--- src/hw/rtl/mstsched_pkg.sv ---
// ----------------------------------------------------------------------------
// mstsched_pkg
// Types and codes shared by the timer scheduler controller and datapath.
// ----------------------------------------------------------------------------
package mstsched_pkg;

    localparam int TIME_BITS = 24;
    localparam int ID_BITS   = 8;

    localparam logic [2:0] MODE_SCHED   = 3'd0;
    localparam logic [2:0] MODE_UNSCHED = 3'd1;
    localparam logic [2:0] MODE_UNALL   = 3'd2;
    localparam logic [2:0] MODE_PAUSE   = 3'd3;
    localparam logic [2:0] MODE_RESUME  = 3'd4;
    localparam logic [2:0] MODE_QUERY   = 3'd5;
    localparam logic [2:0] MODE_TICK    = 3'd6;

    localparam logic [1:0] KIND_STATUS = 2'd0;
    localparam logic [1:0] KIND_FIRED  = 2'd1;
    localparam logic [1:0] KIND_TICK   = 2'd2;

    localparam logic [2:0] ST_INSERTED = 3'd0;
    localparam logic [2:0] ST_UPDATED  = 3'd1;
    localparam logic [2:0] ST_FULL     = 3'd2;
    localparam logic [2:0] ST_NOTFOUND = 3'd3;
    localparam logic [2:0] ST_DONE     = 3'd4;

    typedef enum logic [2:0] {
        S_IDLE,
        S_SCAN,
        S_FIRE,
        S_APPLY,
        S_RESP
    } t_state;

    // controller to datapath
    typedef struct packed {
        logic load;     // capture the command, clear scan results
        logic start;    // not read by the datapath; load resets the slot index
        logic step;     // evaluate and commit the current slot, advance
        logic apply;    // commit the scan result of a command
        logic fire_out; // present a fired result
        logic fin_out;  // present the final result
    } t_cmd;

    // datapath to controller
    typedef struct packed {
        logic last_slot;
        logic fire;     // current slot fires this step
        logic is_tick;
    } t_stat;

endpackage

--- src/hw/rtl/multi_slot_timer_scheduler_top.sv ---
// ----------------------------------------------------------------------------
// multi_slot_timer_scheduler_top
// Timer slot table with schedule, unschedule, pause, resume, query and tick.
// ----------------------------------------------------------------------------
// Channel  Dir  Handshake                    Payload
// s_axis   in   s_axis_tvalid/s_axis_tready  tuser: mode, tdata: command fields
// m_axis   out  m_axis_tvalid/m_axis_tready  tuser: kind, tdata + tlast: results
//
// An item passes through a load step, a scan step for each slot and a
// response; a command also commits its scan result before the response.
// Each firing result waits until the output register is free.
// Reset clears the valid bits, the output valid flag and the sequencer.
// Output stalls hold a tick scan at a firing slot, and hold the response.
module multi_slot_timer_scheduler_top
    import mstsched_pkg::*;
#(
    parameter int SLOTS = 16
) (
    input  logic         i_clk,
    input  logic         i_rst_n,
    input  logic         s_axis_tvalid,
    output logic         s_axis_tready,
    // mode[2:0]
    input  logic [2:0]   s_axis_tuser,
    // target_id[7:0] selector_id[15:8] interval[39:16] repeats[55:40]
    // forever_req[56] delay[80:57] start_paused[81] dt[105:82]
    input  logic [111:0] s_axis_tdata,
    output logic         m_axis_tvalid,
    input  logic         m_axis_tready,
    // kind[1:0]
    output logic [1:0]   m_axis_tuser,
    // status[2:0] out_target[10:3] out_selector[18:11] is_paused[19]
    output logic [23:0]  m_axis_tdata,
    output logic         m_axis_tlast
);

    t_cmd  w_cmd;
    t_stat w_stat;
    logic  w_busy;

    mstsched_ctrl u_ctrl (
        .i_clk       (i_clk),
        .i_rst_n     (i_rst_n),
        .i_in_valid  (s_axis_tvalid),
        .i_out_busy  (w_busy),
        .i_stat      (w_stat),
        .o_in_ready  (s_axis_tready),
        .o_cmd       (w_cmd)
    );

    mstsched_dp #(
        .SLOTS (SLOTS)
    ) u_dp (
        .i_clk          (i_clk),
        .i_rst_n        (i_rst_n),
        .i_cmd          (w_cmd),
        .i_mode         (s_axis_tuser),
        .i_target_id    (s_axis_tdata[7:0]),
        .i_selector_id  (s_axis_tdata[15:8]),
        .i_interval     (s_axis_tdata[39:16]),
        .i_repeats      (s_axis_tdata[55:40]),
        .i_forever_req  (s_axis_tdata[56]),
        .i_delay        (s_axis_tdata[80:57]),
        .i_start_paused (s_axis_tdata[81]),
        .i_dt           (s_axis_tdata[105:82]),
        .i_out_ready    (m_axis_tready),
        .o_stat         (w_stat),
        .o_out_busy     (w_busy),
        .o_out_valid    (m_axis_tvalid),
        .o_out_kind     (m_axis_tuser),
        .o_out_data     (m_axis_tdata),
        .o_out_last     (m_axis_tlast)
    );

endmodule

--- src/hw/rtl/mstsched_ctrl.sv ---
// ----------------------------------------------------------------------------
// mstsched_ctrl
// Sequencer: one scan pass over the slots per item, holding on output stalls.
// ----------------------------------------------------------------------------
module mstsched_ctrl
    import mstsched_pkg::*;
(
    input  logic  i_clk,
    input  logic  i_rst_n,
    input  logic  i_in_valid,
    input  logic  i_out_busy,
    input  t_stat i_stat,
    output logic  o_in_ready,
    output t_cmd  o_cmd
);

    t_state r_state, n_state;

    always_ff @(posedge i_clk) begin
        if (!i_rst_n) begin
            r_state <= S_IDLE;
        end else begin
            r_state <= n_state;
        end
    end

    always_comb begin
        n_state = r_state;
        unique case (r_state)
            S_IDLE: begin
                if (i_in_valid) n_state = S_SCAN;
            end
            S_SCAN: begin
                // a firing slot waits for the output register
                if (i_stat.is_tick && i_stat.fire) begin
                    if (!i_out_busy) n_state = i_stat.last_slot ? S_RESP : S_SCAN;
                end else if (i_stat.last_slot) begin
                    n_state = i_stat.is_tick ? S_RESP : S_APPLY;
                end
            end
            S_APPLY: n_state = S_RESP;
            S_RESP: begin
                if (!i_out_busy) n_state = S_IDLE;
            end
            default: n_state = S_IDLE;
        endcase
    end

    always_comb begin
        o_in_ready = 1'b0;
        o_cmd      = '0;
        unique case (r_state)
            S_IDLE: begin
                o_in_ready = 1'b1;
                o_cmd.load = i_in_valid;
            end
            S_SCAN: begin
                if (i_stat.is_tick && i_stat.fire) begin
                    o_cmd.step     = !i_out_busy;
                    o_cmd.fire_out = !i_out_busy;
                end else begin
                    o_cmd.step = 1'b1;
                end
            end
            S_APPLY: o_cmd.apply = 1'b1;
            S_RESP:  o_cmd.fin_out = !i_out_busy;
            default: ;
        endcase
    end

    always_ff @(posedge i_clk) begin
        if (i_rst_n) begin
            assert (!(r_state == S_IDLE && o_cmd.step))
                else $error("slot step while idle");
            assert (!(o_cmd.fire_out && o_cmd.fin_out))
                else $error("two results in one cycle");
            assert (!(o_cmd.apply && !(r_state == S_APPLY)))
                else $error("apply outside its state");
        end
    end

    a_load_idle: assert property (@(posedge i_clk) disable iff (!i_rst_n)
        o_cmd.load |-> r_state == S_IDLE) else $error("load outside idle");
    a_scan_after_load: assert property (@(posedge i_clk) disable iff (!i_rst_n)
        o_cmd.load |=> r_state == S_SCAN) else $error("no scan after load");
    a_fin_idle: assert property (@(posedge i_clk) disable iff (!i_rst_n)
        o_cmd.fin_out |=> r_state == S_IDLE) else $error("no return to idle");

endmodule

--- src/hw/rtl/mstsched_dp.sv ---
// ----------------------------------------------------------------------------
// mstsched_dp
// Slot table, per-slot update unit, scan bookkeeping and output register.
// ----------------------------------------------------------------------------
module mstsched_dp
    import mstsched_pkg::*;
#(
    parameter int SLOTS = 16
) (
    input  logic        i_clk,
    input  logic        i_rst_n,
    input  t_cmd        i_cmd,
    input  logic [2:0]  i_mode,
    input  logic [7:0]  i_target_id,
    input  logic [7:0]  i_selector_id,
    input  logic [23:0] i_interval,
    input  logic [15:0] i_repeats,
    input  logic        i_forever_req,
    input  logic [23:0] i_delay,
    input  logic        i_start_paused,
    input  logic [23:0] i_dt,
    input  logic        i_out_ready,
    output t_stat       o_stat,
    output logic        o_out_busy,
    output logic        o_out_valid,
    output logic [1:0]  o_out_kind,
    output logic [23:0] o_out_data,
    output logic        o_out_last
);

    localparam int IW = (SLOTS > 1) ? $clog2(SLOTS) : 1;
    localparam logic [TIME_BITS-1:0] TMAX = '1;

    logic                 r_valid [SLOTS];
    logic [ID_BITS-1:0]   r_tgt   [SLOTS];
    logic [ID_BITS-1:0]   r_sel   [SLOTS];
    logic [TIME_BITS-1:0] r_ivl   [SLOTS];
    logic [TIME_BITS-1:0] r_dly   [SLOTS];
    logic [15:0]          r_rep   [SLOTS];
    logic                 r_fev   [SLOTS];
    logic                 r_udl   [SLOTS];
    logic                 r_arm   [SLOTS];
    logic                 r_pau   [SLOTS];
    logic [TIME_BITS-1:0] r_ela   [SLOTS];
    logic [15:0]          r_cnt   [SLOTS];

    logic [2:0]           r_mode;
    logic [ID_BITS-1:0]   r_ctgt, r_csel;
    logic [TIME_BITS-1:0] r_civl, r_cdly, r_cdt;
    logic [15:0]          r_crep;
    logic                 r_cfev, r_cspa;
    logic [IW-1:0]        r_idx;
    logic                 r_pair_hit, r_tgt_hit, r_free_hit, r_tpau;
    logic [IW-1:0]        r_pair_idx, r_free_idx;

    logic                 r_ov;
    logic [1:0]           r_okind;
    logic [2:0]           r_ostat;
    logic [7:0]           r_otgt, r_osel;
    logic                 r_opau, r_olast;

    // current slot
    logic                 c_act, c_tm, c_pm;
    logic [TIME_BITS:0]   c_sum;
    logic [TIME_BITS-1:0] c_e, c_ne;
    logic                 c_fire, c_nudl, c_free;
    logic [15:0]          c_ncnt;

    always_comb begin
        c_tm   = r_valid[r_idx] && (r_tgt[r_idx] == r_ctgt);
        c_pm   = c_tm && (r_sel[r_idx] == r_csel);
        c_act  = r_valid[r_idx] && !r_pau[r_idx] && r_arm[r_idx];
        c_sum  = {1'b0, r_ela[r_idx]} + {1'b0, r_cdt};
        c_e    = c_sum[TIME_BITS] ? TMAX : c_sum[TIME_BITS-1:0];
        c_fire = 1'b0;
        c_ne   = c_e;
        c_nudl = r_udl[r_idx];
        if (r_udl[r_idx]) begin
            if (c_e >= r_dly[r_idx]) begin
                c_fire = 1'b1;
                c_ne   = c_e - r_dly[r_idx];
                c_nudl = 1'b0;
            end
        end else if (c_e >= r_ivl[r_idx]) begin
            c_fire = 1'b1;
            c_ne   = '0;
        end
        c_fire = c_fire && c_act;
        c_ncnt = (c_fire && r_cnt[r_idx] != 16'hFFFF) ? r_cnt[r_idx] + 16'd1
                                                     : r_cnt[r_idx];
        c_free = !r_fev[r_idx] && (c_ncnt >= r_rep[r_idx]);
    end

    assign o_stat.last_slot = (r_idx == IW'(SLOTS - 1));
    assign o_stat.fire      = c_fire;
    assign o_stat.is_tick   = (r_mode == MODE_TICK);
    assign o_out_busy       = r_ov && !i_out_ready;

    // command bookkeeping and scan
    always_ff @(posedge i_clk) begin
        if (i_cmd.load) begin
            r_mode <= i_mode;
            r_ctgt <= i_target_id[ID_BITS-1:0];
            r_csel <= i_selector_id[ID_BITS-1:0];
            r_civl <= i_interval[TIME_BITS-1:0];
            r_cdly <= i_delay[TIME_BITS-1:0];
            r_cdt  <= i_dt[TIME_BITS-1:0];
            r_crep <= i_repeats;
            r_cfev <= i_forever_req;
            r_cspa <= i_start_paused;
            r_idx  <= '0;
            r_pair_hit <= 1'b0;
            r_tgt_hit  <= 1'b0;
            r_free_hit <= 1'b0;
            r_tpau     <= 1'b0;
            r_pair_idx <= '0;
            r_free_idx <= '0;
        end else if (i_cmd.step) begin
            if (!o_stat.last_slot) r_idx <= r_idx + IW'(1);
            if (c_pm && !r_pair_hit) begin
                r_pair_hit <= 1'b1;
                r_pair_idx <= r_idx;
            end
            if (c_tm && !r_tgt_hit) begin
                r_tgt_hit <= 1'b1;
                r_tpau    <= r_pau[r_idx];
            end
            if (!r_valid[r_idx] && !r_free_hit) begin
                r_free_hit <= 1'b1;
                r_free_idx <= r_idx;
            end
        end
    end

    // slot table
    always_ff @(posedge i_clk) begin
        if (!i_rst_n) begin
            for (int k = 0; k < SLOTS; k++) r_valid[k] <= 1'b0;
        end else if (i_cmd.step) begin
            unique case (r_mode)
                MODE_TICK: begin
                    if (r_valid[r_idx] && !r_pau[r_idx]) begin
                        if (!r_arm[r_idx]) begin
                            r_arm[r_idx] <= 1'b1;
                            r_ela[r_idx] <= '0;
                            r_cnt[r_idx] <= '0;
                        end else begin
                            r_ela[r_idx] <= c_ne;
                            r_udl[r_idx] <= c_nudl;
                            r_cnt[r_idx] <= c_ncnt;
                            if (c_free) r_valid[r_idx] <= 1'b0;
                        end
                    end
                end
                MODE_UNALL:  if (c_tm) r_valid[r_idx] <= 1'b0;
                MODE_PAUSE:  if (c_tm) r_pau[r_idx] <= 1'b1;
                MODE_RESUME: if (c_tm) r_pau[r_idx] <= 1'b0;
                default: ;
            endcase
        end else if (i_cmd.apply) begin
            if (r_mode == MODE_SCHED) begin
                if (r_pair_hit) begin
                    r_ivl[r_pair_idx] <= r_civl;
                end else if (r_free_hit) begin
                    r_valid[r_free_idx] <= 1'b1;
                    r_pau[r_free_idx]   <= r_tgt_hit ? r_tpau : r_cspa;
                    r_tgt[r_free_idx]   <= r_ctgt;
                    r_sel[r_free_idx]   <= r_csel;
                    r_ivl[r_free_idx]   <= r_civl;
                    r_dly[r_free_idx]   <= r_cdly;
                    r_rep[r_free_idx]   <= r_crep;
                    r_fev[r_free_idx]   <= r_cfev;
                    r_udl[r_free_idx]   <= (r_cdly != '0);
                    r_arm[r_free_idx]   <= 1'b0;
                    r_ela[r_free_idx]   <= '0;
                    r_cnt[r_free_idx]   <= '0;
                end
            end else if (r_mode == MODE_UNSCHED && r_pair_hit) begin
                r_valid[r_pair_idx] <= 1'b0;
            end
        end
    end

    // output register
    always_ff @(posedge i_clk) begin
        if (!i_rst_n) begin
            r_ov <= 1'b0;
        end else if (i_cmd.fire_out || i_cmd.fin_out) begin
            r_ov <= 1'b1;
        end else if (i_out_ready) begin
            r_ov <= 1'b0;
        end
    end

    always_ff @(posedge i_clk) begin
        if (i_cmd.fire_out) begin
            r_okind <= KIND_FIRED;
            r_ostat <= ST_DONE;
            r_otgt  <= 8'(r_tgt[r_idx]);
            r_osel  <= 8'(r_sel[r_idx]);
            r_opau  <= 1'b0;
            r_olast <= 1'b0;
        end else if (i_cmd.fin_out) begin
            r_otgt  <= '0;
            r_osel  <= '0;
            r_opau  <= 1'b0;
            r_olast <= 1'b1;
            r_okind <= (r_mode == MODE_TICK) ? KIND_TICK : KIND_STATUS;
            unique case (r_mode)
                MODE_TICK: r_ostat <= ST_DONE;
                MODE_SCHED: r_ostat <= r_pair_hit ? ST_UPDATED :
                                       (r_free_hit ? ST_INSERTED : ST_FULL);
                MODE_UNSCHED: r_ostat <= r_pair_hit ? ST_DONE : ST_NOTFOUND;
                MODE_UNALL, MODE_PAUSE, MODE_RESUME:
                    r_ostat <= r_tgt_hit ? ST_DONE : ST_NOTFOUND;
                MODE_QUERY: begin
                    r_ostat <= r_tgt_hit ? ST_DONE : ST_NOTFOUND;
                    r_opau  <= r_tgt_hit && r_tpau;
                end
                default: r_ostat <= ST_NOTFOUND;
            endcase
        end
    end

    assign o_out_valid = r_ov;
    assign o_out_last  = r_olast;
    assign o_out_kind  = r_okind;
    assign o_out_data  = {4'b0000, r_opau, r_osel, r_otgt, r_ostat};

    a_hold: assert property (@(posedge i_clk) disable iff (!i_rst_n)
        (r_ov && !i_out_ready) |-> !(i_cmd.fire_out || i_cmd.fin_out))
        else $error("output overwritten while stalled");
    a_fire_armed: assert property (@(posedge i_clk) disable iff (!i_rst_n)
        i_cmd.fire_out |-> (r_valid[r_idx] && r_arm[r_idx] && !r_pau[r_idx]))
        else $error("fire from inactive slot");
    a_idx_load: assert property (@(posedge i_clk) disable iff (!i_rst_n)
        i_cmd.load |=> r_idx == '0) else $error("scan index not cleared");

endmodule

--- config.mk ---
export PLATFORM = sky130hd
export DESIGN_NAME = multi_slot_timer_scheduler_top
export DESIGN_NICKNAME = d
export VERILOG_FILES = /design/src/hw/rtl/mstsched_pkg.sv /design/src/hw/rtl/multi_slot_timer_scheduler_top.sv /design/src/hw/rtl/mstsched_ctrl.sv /design/src/hw/rtl/mstsched_dp.sv
export SDC_FILE = /design/constraint.sdc
export NUM_CORES = 2
export LEC_CHECK = 0
export ABC_CLOCK_PERIOD_IN_PS = 16000
export BUFFER_PORTS_ARGS = -buffer_cell sky130_fd_sc_hd__buf_2
export CAP_MARGIN = 20
export CORE_MARGIN = 2
export CORE_UTILIZATION = 55
export DETAILED_ROUTE_END_ITERATION = 8
export PLACE_DENSITY_LB_ADDON = 0.08
export SLEW_MARGIN = 5
export SYNTH_ARGS = -nofsm -noshare
export SYNTH_HDL_FRONTEND = slang
export SYNTH_SLANG_ARGS = --single-unit
--- constraint.sdc ---
create_clock -name i_clk -period 16 [get_ports i_clk]
set_input_delay 1.6 -clock i_clk [delete_from_list [all_inputs] [get_ports i_clk]]
set_output_delay 1.6 -clock i_clk [all_outputs]
set_load 0.005 [all_outputs]
* Word level (Yosys, flattened, before mapping)
Memories as Yosys holds them, arrays and structs flattened. A register that Yosys moved wholly into a read port is not among the register bits.
Index checks and enable logic that the tools add are counted.
** Word-level totals
- Register bits after elaboration :: 152
- Memory bits (writable) :: 2000
- Word-level logic and storage cells :: 254
- Memories :: 12
** Cells by class
- $add $sub $neg :: 4
- $lt $le $gt $ge :: 3
- Eq/ne operators :: 17
- Mux-type cells :: 146
- Bitwise logic cells :: 5
- Reductions and logical operators :: 43
** Memories
- u_dp.r_dly :: words 16, bits a word 24, read ports 1, clocked after Yosys merged registers in 1, write ports 1, line mstsched_dp.sv:38 : logic [TIME_BITS-1:0] r_dly [SLOTS];
- u_dp.r_ela :: words 16, bits a word 24, read ports 1, clocked after Yosys merged registers in 1, write ports 1, line mstsched_dp.sv:44 : logic [TIME_BITS-1:0] r_ela [SLOTS];
- u_dp.r_ivl :: words 16, bits a word 24, read ports 1, clocked after Yosys merged registers in 1, write ports 1, line mstsched_dp.sv:37 : logic [TIME_BITS-1:0] r_ivl [SLOTS];
- u_dp.r_cnt :: words 16, bits a word 16, read ports 1, clocked after Yosys merged registers in 1, write ports 1, line mstsched_dp.sv:45 : logic [15:0] r_cnt [SLOTS];
- u_dp.r_rep :: words 16, bits a word 16, read ports 1, clocked after Yosys merged registers in 1, write ports 1, line mstsched_dp.sv:39 : logic [15:0] r_rep [SLOTS];
- u_dp.r_sel :: words 16, bits a word 8, read ports 1, clocked after Yosys merged registers in 1, write ports 1, line mstsched_dp.sv:36 : logic [ID_BITS-1:0] r_sel [SLOTS];
- 6 more memories
** Operators by type and width (number)
- $mux 24 :: 7
- $mux 4 :: 33
- $mux 1 :: 86
- $ge 24x24->1 :: 2
- $mux 16 :: 3
- $reduce_or 24->1 :: 2
- $mux 3 :: 10
- $add 24x24->25 :: 1
- $mux 8 :: 3
- $pmux 3 s4 :: 2
- $reduce_bool 24->1 :: 1
- $sub 24x24->24 :: 1
- $add 16x1->16 const B :: 1
- $eq 8x8->1 :: 2
- $ge 16x16->1 :: 1
- $ne 16x16->1 const B :: 1
- $reduce_or 16->1 :: 1
- $logic_and 1x1->1 :: 14
- $eq 3x3->1 const B :: 4
- $eq 3x2->1 const B :: 3
- $logic_not 1->1 :: 8
- $reduce_and 2->1 :: 4
- $eq 3x1->1 const B :: 2
- $logic_not 3->1 :: 2
- 13 further kinds :: 24

* Logic depth before layout (Yosys ltp)
- Word-level depth :: 22
- Gate-level depth with buffers :: 48

* By module
From an unflattened synthesis, not the netlist that was laid out.
** Second synthesis, totals
- Cells, all modules :: 4049
- Area total of the unflattened synthesis :: 86132.6 µm²
** Modules (own cells, without submodules)
- mstsched_dp :: times used 1, cells an instance 4018, area each 85899.9 µm², sequential area each 64211.6 µm²
- mstsched_ctrl :: times used 1, cells an instance 31, area each 232.7 µm², sequential area each 60.1 µm²

* Worst setup path before layout
OpenSTA, ideal clock, no wires.
- Path type :: reg-to-reg
- Start :: register (tool-made name)
- End :: memory u_dp.r_dly[3][0], enable pin
- Data arrival time :: 15.145 ns
- Data required time :: 15.387 ns
- Setup slack :: 0.242 ns
- Cell stages (with the launch flop) :: 46
- Path buffers :: 12
- Clock period less this slack :: 15.758 ns
- Cell sequence :: dfxtp_1 -> buf_4 -> buf_2 -> buf_4 -> buf_2 -> buf_4 -> buf_2 -> buf_2 -> clkbuf_1 -> clkbuf_1 -> mux4_2 -> mux4_2 -> ha_1 -> fa_1 -> a211oi_1 -> o21bai_1 -> o22ai_1 -> o41ai_1 -> [10 not listed] -> a21o_1 -> o41a_1 -> o21ai_1 -> a31o_1 -> buf_6 -> mux2_2 -> ha_1 -> a21o_1 -> a21oi_1 -> o21ai_0 -> a211o_1 -> o2111ai_1 -> a211oi_1 -> a21o_1 -> buf_4 -> buf_6 -> nand3_1 -> nor4_1
** RTL lines (line)
- to (decl) :: mstsched_dp.sv:38

==> impl_results.rst <==
.. list-table::
   :header-rows: 1

   * - Metric
     - Value
   * - Run status
     - finished, final reports clean
   * - Worst reg-to-reg setup slack
     - 3820 ps
   * - # Post-CTS Setup Buffers
     - 0
   * - Overall die area
     - between 150000 and 200000 sq um
   * - Share of flip-flops with an asynchronous set or reset after synthesis
     - 0
   * - Final number of hold-violating endpoints
     - 0
   * - Remaining Overflow, GRT
     - 0
   * - Final period util
     - 0.7615
   * - Utilization after layout
     - 0.6185
   * - Count of cell types in the netlist
     - 72
   * - Worst min-delay path category
     - reg2reg
   * - Count of synthesis-stage warnings from yosys
     - 0
   * - Total power divided by cell area
     - 139.0 nW/um^2
   * - Max Slew Vio Count
     - 0
   * - Nature of the critical path startpoint
     - register
   * - Register-to-Register Path Depth
     - 35
   * - Critical path data arrival time
     - 12640 ps
   * - Proportion of layout cells with a drive suffix above 1
     - 0.2600
   * - Flip-flop and latch count after synthesis
     - 2156
   * - Placed inst area
     - ~90000 sq um
   * - Number of buffer cells added on primary ports
     - around 140
   * - Gp weighted congestion
     - between 0.8 and 0.9
   * - Layout filler cell count
     - 10852
   * - Clock insertion delay at the later pin of the skew report
     - 830 ps
   * - Sort of element at the end of the critical path
     - register
   * - Post-detailed-route DRC marker count
     - 0
   * - Width of the chip
     - approximately 400 microns
   * - Clock tree from TritonCTS
     - done
   * - Number of placement rows
     - between 100 and 150
   * - Worst Setup Path Type
     - reg2reg
   * - Clock Sinks
     - between 2000 and 2500
   * - Netlist area before placement
     - between 80000 and 90000 sq um
   * - Clk pin slew, worst setup/hold paths
     - 60 ps
   * - Worst setup slack after layout
     - around 3800 ps
   * - CTS buffer count
     - between 200 and 250
   * - Top-Level Pins
     - 148
   * - Placeable core region
     - roughly 160000 sq um
   * - Routed WL
     - 203700 microns
   * - Most frequent cells in the layout
     - edfxtp_1 (2109), mux4_2 (577), clkbuf_16 (216)
   * - Total negative setup slack
     - 0 ps
   * - Syn Inst Count
     - around 4200
   * - Post-synth EDFFs
     - approximately 2100
   * - End of the worst hold path
     - u_dp.o_out_kind[0]
   * - Post-Place Setup Slack
     - around 3800 ps
   * - Final non-filler cell area
     - approximately 96000 sq um
   * - Count of endpoints failing setup in the final report
     - 0
   * - Final ANT Viol Nets
     - 0
   * - Hold Crit Depth
     - 2
   * - Worst path most repeated cell
     - buf_4
   * - Time the final worst path needs with I/O delays and setup
     - between 10000 and 15000 ps
   * - DRT iter0 DRCs
     - ~4400
   * - Register area
     - ~64000 sq um
   * - Post-DR vias/cell
     - between 6 and 7
   * - Number of hold buffers added after CTS
     - 0
   * - Worst-margin pin slew
     - roughly 1100 ps
   * - Via count of the first global-routing pass
     - between 40000 and 50000
   * - Wire length of the first global-routing pass
     - around 290000 microns
   * - Post-cts resize count
     - 0
   * - Number of levels in the clock H-tree
     - 4
   * - Most common cell after layout, fill and taps aside
     - edfxtp_1
   * - Area delta synth->final
     - 11.86%
   * - First-pass iteration count of the detailed router
     - 7
   * - Final Net Count
     - roughly 4700
   * - Mean instance size in the synthesized netlist
     - 20.57 sq um
   * - Part of the Yosys area used for sequential elements
     - 0.7458
   * - Biggest cell delay along the critical path
     - a little over 800 ps
   * - CP max stage cell
     - o21a_1
   * - Max VDD drop
     - around 0.13 mV
   * - Unrepaired setup endpoints after global routing
     - no
   * - Pin count of the biggest net entering global routing
     - ~110
   * - Die boundary height
     - 399.8 microns
   * - Leakage power total
     - between 0.02 and 0.03 uW
   * - Global-route usage over all layers
     - 0.2586
   * - Worst Skew
     - between 20 and 30 ps
   * - Max-cap violations
     - 0
   * - Reg2reg end
     - u_dp.r_dly[3][14]
   * - Post-DP HPWL
     - 110600 microns
   * - Clock root buffer
     - clkbuf_16
   * - Multi-input gate area in the final layout
     - around 21000 sq um
   * - Highest achievable clock rate
     - between 80 and 90 MHz
   * - Number of buffers on the longest clock path
     - 3
   * - Antenna diode count
     - 0
   * - Max-Slew Margin vs Limit
     - 0.2526
   * - Average routed wire per standard cell
     - between 30 and 40 microns
   * - WP data required
     - around 16000 ps
   * - Number of antenna violations at the first check in global routing
     - 2
   * - Effective utilization at floorplan
     - 0.5530
   * - HP Start
     - u_dp.o_out_kind[0]
   * - Vias
     - 42110
   * - Peak fanout along the critical path
     - 31
   * - Most used flip-flop cell after synthesis
     - edfxtp_1
==> layout make-up <==
type | instances | area share
sequential | 2156 | 0.6669
inverter | 79 | 0.003154
clock buffer | 265 | 0.05798
clock inverter | 126 | 0.01006
timing repair buffer | 245 | 0.01696
multi-input combinational | 1752 | 0.2182
tap | 2058 | 0.02671
==> layer usage <==
layer	part of all wire	track usage	vias up
li1	-	-	17861
met3	0.061	0.03250	259
met5	0	0	-
met4	0.022	0.06566	0
met2	0.49	0.4091	1509
met1	0.43	0.3888	22481
==> worst max path at each step <==
| stage | startpoint | endpoint | slack (ps) | cells past startpoint |
|---|---|---|---|---|
| after floorplan | register | u_dp.r_dly[3][0] | 240 | 45 |
| after global placement | register | u_dp.r_dly[3][23] | 3940 | 35 |
| after detailed placement | register | u_dp.r_dly[3][21] | 3790 | 35 |
| after CTS | register | u_dp.r_rep[3][10] | 3720 | 35 |
| after global routing | register | u_dp.r_rep[3][10] | 2930 | 35 |
| final | register | u_dp.r_dly[3][14] | 3820 | 35 |
==> power by group <==
part / total [uW] / switching (uW) / internal, uW
combinational: 2290 / 1220 / 1070
sequential: 6370 / 122 / 6250
clock: 4730 / 2060 / 2670
total: 13400 / 3400 / 9990
==> worst max-delay path, delay by kind of cell (launching register included) <==
kind | cells | cell delay (ps)
fa+ha+maj | 4 | 1350
simple gates | 3 | 570
compound gates | 21 | 6180
buf+inv | 4 | 1620
flops | 1 | 570
mux | 3 | 1450
==> through the flow <==
stage                     power [uW]  hold slack, ps  std cells
after detailed placement        8809           441.3       6284
after CTS                      13510           450.4       6675
final                          13400           449.1       6681
after global placement          8800           436.7       6282
after floorplan                 8177           435.3       4192
after global routing           13890           461.6       6681
==> flip-flops by register name, summed over array words and instances, names as in the netlist, 128 cells and up, named ones only <==
name,count
u_dp.r_tgt,128
u_dp.r_ela,384
u_dp.r_rep,256
u_dp.r_sel,128
u_dp.r_ivl,384
u_dp.r_dly,384
u_dp.r_cnt,256
==> synthesized netlist by cell type (all sizes together), types with 21 or more instances <==
cell | number | area [sq um]
clkbuf | 106 | 397.9
xor2 | 34 | 297.8
nor3 | 30 | 150.1
nor2 | 196 | 735.7
xnor2 | 38 | 332.8
a22oi | 24 | 180.2
nor2b | 23 | 143.9
buf | 99 | 571.8
dfxtp | 47 | 940.9
a21o | 35 | 262.8
edfxtp | 2109 | 63330
o21ai | 53 | 265.3
inv | 78 | 292.8
ha | 90 | 1126
mux2 | 27 | 304.0
nand3 | 49 | 245.2
a211oi | 21 | 157.7
mux2i | 55 | 550.5
mux4 | 577 | 12990
and2 | 28 | 175.2
a21oi | 89 | 449.2
nand2 | 154 | 578.1
==> cells by family after synthesis <==
logic type / count (synthesis) / share of synthesized area
flops: 2156 / 0.7458
mux: 659 / 0.1607
simple gates: 579 / 0.03127
compound gates: 346 / 0.02660
buf+inv: 284 / 0.01469
fa+ha+maj: 92 / 0.01353
xor+xnor: 72 / 0.007318
other cells: 1 / 0.00004352
Power figures use the tool's default switching activity.
